===== src/rtl/core/fixed_point_alu_macros.svh =====
// Assertion macros for the fixed-point ALU top level
`ifndef FIXED_POINT_ALU_MACROS_SVH
`define FIXED_POINT_ALU_MACROS_SVH

// check prop in the same cycle as cond
`define FPA_ASSERT_NOW(label, cond, prop, msg) \
    label: assert property (@(posedge clk) disable iff (!rst_n) (cond) |-> (prop)) \
        else $error(msg);

// check prop in the cycle after cond
`define FPA_ASSERT_NEXT(label, cond, prop, msg) \
    label: assert property (@(posedge clk) disable iff (!rst_n) (cond) |=> (prop)) \
        else $error(msg);

`endif


===== src/rtl/core/fpa_pkg.sv =====
// Shared constants, types and saturation helpers for the fixed-point ALU
`timescale 1ns / 1ps

package fpa_pkg;

    localparam int FRAC_BITS = 8;
    localparam int DATA_W    = 32;
    localparam int CMD_W     = 4;
    localparam int QW        = DATA_W + FRAC_BITS;
    localparam int DIV_LAT   = QW + 1;

    localparam logic [DATA_W-1:0]   SMAX      = 32'h7FFF_FFFF;
    localparam logic [DATA_W-1:0]   SMIN      = 32'h8000_0000;
    localparam logic [2*DATA_W-1:0] POS_LIMIT = 64'h0000_0000_7FFF_FFFF;
    localparam logic [2*DATA_W-1:0] NEG_LIMIT = 64'h0000_0000_8000_0000;
    localparam logic [2*DATA_W-1:0] MUL_HALF  = (64'd1 << FRAC_BITS) >> 1;

    typedef enum logic [CMD_W-1:0] {
        CMD_ADD = 4'd0,
        CMD_SUB = 4'd1,
        CMD_MUL = 4'd2,
        CMD_DIV = 4'd3,
        CMD_MIN = 4'd4,
        CMD_MAX = 4'd5,
        CMD_INC = 4'd6,
        CMD_DEC = 4'd7,
        CMD_I2F = 4'd8,
        CMD_F2I = 4'd9
    } cmd_t;

    typedef struct packed {
        logic              sat;
        logic [DATA_W-1:0] value;
    } sat_res_t;

    typedef struct packed {
        cmd_t     cmd;
        logic     neg;
        logic     a_neg;
        logic     bzero;
        logic     less;
        logic     equal;
        logic     greater;
        sat_res_t simple;
        sat_res_t mul;
    } side_t;

    // apply sign to a magnitude and clamp to the signed word range
    function automatic sat_res_t saturate(input logic [2*DATA_W-1:0] mag, input logic neg);
        sat_res_t r;
        r.sat   = 1'b0;
        r.value = mag[DATA_W-1:0];
        if (neg)
        begin
            if (mag > NEG_LIMIT)
            begin
                r.sat   = 1'b1;
                r.value = SMIN;
            end
            else
            begin
                r.value = (~mag[DATA_W-1:0]) + 32'd1;
            end
        end
        else if (mag > POS_LIMIT)
        begin
            r.sat   = 1'b1;
            r.value = SMAX;
        end
        return r;
    endfunction

    // clamp a sign-extended sum back to one word
    function automatic sat_res_t clamp33(input logic [DATA_W:0] s);
        sat_res_t r;
        r.sat = s[DATA_W] ^ s[DATA_W-1];
        if (r.sat)
        begin
            r.value = s[DATA_W] ? SMIN : SMAX;
        end
        else
        begin
            r.value = s[DATA_W-1:0];
        end
        return r;
    endfunction

endpackage


===== src/rtl/core/fpa_mul.sv =====
// Registered magnitude multiplier with rounding and saturation
`timescale 1ns / 1ps

module fpa_mul
    import fpa_pkg::*;
(
    input  logic              clk,
    input  logic              en,
    input  logic [DATA_W-1:0] mag_a,
    input  logic [DATA_W-1:0] mag_b,
    input  logic              neg,
    output sat_res_t          res
);

    logic [2*DATA_W-1:0] prod_reg;
    logic [2*DATA_W-1:0] prod_next;
    logic                neg_reg;
    logic [2*DATA_W-1:0] rounded;

    assign prod_next = mag_a * mag_b;

    always_ff @(posedge clk)
    begin
        if (en)
        begin
            prod_reg <= prod_next;
            neg_reg  <= neg;
        end
    end

    assign rounded = (prod_reg + MUL_HALF) >> FRAC_BITS;
    assign res     = saturate(rounded, neg_reg);

endmodule


===== config.mk =====
export PLATFORM = sky130hd
export DESIGN_NAME = fpa_mul
export DESIGN_NICKNAME = d
export VERILOG_FILES = /design/src/rtl/core/fixed_point_alu_macros.svh /design/src/rtl/core/fpa_pkg.sv /design/src/rtl/core/fpa_mul.sv
export SDC_FILE = /design/constraint.sdc
export NUM_CORES = 2
export LEC_CHECK = 0
export ABC_AREA = 0
export CAP_MARGIN = 15
export CORE_MARGIN = 3
export CORE_UTILIZATION = 40
export DETAILED_ROUTE_END_ITERATION = 6
export DONT_BUFFER_PORTS = 1
export PLACE_DENSITY = 0.62
export SYNTH_ARGS = -nofsm -noshare
export SYNTH_HDL_FRONTEND = slang
export SYNTH_SLANG_ARGS = --single-unit

===== constraint.sdc =====
create_clock -name clk -period 8.8 [get_ports clk]
set_input_delay 1.76 -clock clk [delete_from_list [all_inputs] [get_ports clk]]
set_output_delay 1.76 -clock clk [all_outputs]
set_load 0.01 [all_outputs]

==> flow_summary.json <==
{
  "grt_max_degree": 59,
  "die_x_um": 310,
  "syn_nets": 5295,
  "grt_usage_pct": 22.6,
  "grt_first_pass_wirelength_um": 167000,
  "drt_pass1_iterations": 5,
  "synth-adder-area-share_pct": 57.5,
  "grt_pass1_vias": 29289,
  "status": "finished clean",
  "tightest_slew_ns": 1.05,
  "layout_commonest_cell": "inv_1",
  "hp-class": "in2reg",
  "holdBufCountCts": 0,
  "hpwl_um": 80100,
  "yosysSeqAreaShare_pct": 4.72,
  "syn_area_per_cell_um2": 9.07,
  "ys_types": 76,
  "synth_xor_area_share_pct": 2.23,
  "clkTransAtPathRegs_ns": 0.05,
  "cp_max_fo": 32,
  "cts_root_buffer": "clkbuf_16",
  "grt_overflow": 0,
  "setup.worst_path.end_class": "flip-flop",
  "ys_seq_elements": 58,
  "via_per_inst": 5.20,
  "synthCells": 4070,
  "drtIter0Drc": 1522,
  "ant_nets": 0,
  "synth_compound_area_share_pct": 4.37,
  "fillers": 8895,
  "area_growth_pct": 4.88,
  "async_flop_share_pct": 0,
  "largest_reg_flops": 57,
  "vias": 26657,
  "whs_ns": 1.52,
  "tritoncts": "done",
  "cts.sinks": 58,
  "crit_type": "in2reg",
  "io_pins": 100,
  "nNetsFinal": 5166,
  "synth-simple-area-share_pct": 19.3,
  "arrival_ns": 8.78,
  "remaining_drc_errors": 0,
  "synth-edff-count": 58,
  "cap_violations": 0,
  "place_congestion": 0.881,
  "finalSetupTns_ns": 0,
  "antenna_found_initial": 2,
  "core-area_mm2": 0.0907,
  "setup_violations": 0,
  "portBuffers": 0,
  "synth.area.mux_share_pct": 0.227,
  "startpoint_type": "primary input",
  "wirelength_um": 104000,
  "relSlewSlack_pct": 29.5,
  "worst_ep_required_time_ns": 8.88,
  "cts_buffer_depth": 2,
  "drv_slew": 0,
  "post_drt_wl_per_cell_um": 20.4,
  "die_area_mm2": 0.0960,
  "cts-buffers-inserted": 9,
  "initial_core_util_pct": 40.7,
  "drive_above_1_share_pct": 4.49,
  "post-route-period-util_pct": 98.9,
  "finalHoldViolCount": 0,
  "fin_crit_ns": 8.70,
  "clock.fmax_mhz": 115,
  "synth_top_family_by_area": "adder cells",
  "synth_area_mm2": 0.0369,
  "yosysWarnings": 0,
  "rows": 110,
  "final_cell_mix": "inv_1, fa_1, and2_1",
  "rsz0062_at_grt": "true",
  "synth_top_flop_cell": "edfxtp_1",
  "htree_levels": 3,
  "die_y_um": 310
}
[final timing paths]
check                 from           end  cells past startpoint
setup / recovery  mag_b[7]  prod_reg[59]                     27
hold / removal         neg       neg_reg                      0
[metrics by stage]
step / setup slack [ns] / std cells / util, % / instance area, um^2
floorplan: 0.00843 / 4070 / - / 37000
global placement: -0.491 / 5104 / 42.1 / 38200
detailed placement: -0.524 / 5104 / 42.1 / 38200
CTS: 0.00589 / 5121 / 42.5 / 38600
global route: -0.136 / 5122 / 42.7 / 38700
finish: 0.0993 / 5123 / 42.7 / 38700
[synth_stat cells (23+ instances only)]
master | instances | area share [%]
a21o_1 | 30 | 0.61
a21oi_1 | 81 | 1.1
and2_1 | 609 | 10
clkbuf_1 | 205 | 2.1
edfxtp_1 | 58 | 4.7
fa_1 | 895 | 49
ha_1 | 263 | 8.9
inv_1 | 921 | 9.4
nand2_1 | 520 | 5.3
nand3_1 | 38 | 0.52
nand4_1 | 24 | 0.41
nor2_1 | 46 | 0.47
nor3_1 | 23 | 0.31
o21ai_0 | 52 | 0.71
xnor2_1 | 58 | 1.4
xor2_1 | 36 | 0.85
[final cells by class]
cell class                      instances  area (um^2)  area share [%]
Tap cell                             1176         1470            3.80
Clock buffer                           10          229           0.591
Timing Repair Buffer                   81          612            1.58
Multi-Input combinational cell       2869        31200            80.5
Antenna cell                            1         2.50         0.00646
Inverter                              922         3460            8.94
Sequential cell                        58         1740            4.50
Clock inverter                          6         33.8          0.0873
[repair_timing]
item	4_1_cts	5_1_grt
gates resized for setup	27	39
buffers inserted	1	1
pin swaps	42	42
setup endpoints to repair	10	22
[routing by layer]
layer | part of all wire (%) | track usage [%]
met1 | 40 | 28.5
met2 | 51 | 40.4
met3 | 4.9 | 2.67
met4 | 4.1 | 7.72
met5 | 0 | 0
[worst max-delay path, stage by stage]
cell       delay, ns
and2_1          0.16
fa_1            0.55
fa_1            0.44
fa_1            0.52
inv_1           0.06
fa_1            0.52
inv_1           0.05
fa_1            0.47
fa_1            0.51
fa_1            0.55
inv_1           0.05
fa_1            0.52
inv_1           0.06
ha_4            0.21
nand4_1         0.18
nor2_2          0.06
a32oi_2         0.22
buf_4           0.18
a211oi_2        0.06
a211o_1         0.31
o2111ai_2       0.21
nand2_2         0.11
buf_4           0.16
a211oi_4        0.24
nor3b_2         0.10
buf_4           0.15
a311o_1         0.34
[cell families (layout without fill, tap and decap cells)]
kind of cell             count (synthesis)  count (layout)
AO/OA/AOI/OAI                          253             253
XOR/XNOR                                94              94
adder cells (fa/ha/maj)               1158            1158
buffers and inverters                 1143            1019
flip-flops                              58              58
multiplexers                             8               8
other                                    0               1
AND/OR/NAND/NOR                       1356            1356
Power is left out: the tool's default activity adds up to more than one toggle a clock period on the data nets, which glitch-free logic cannot reach.
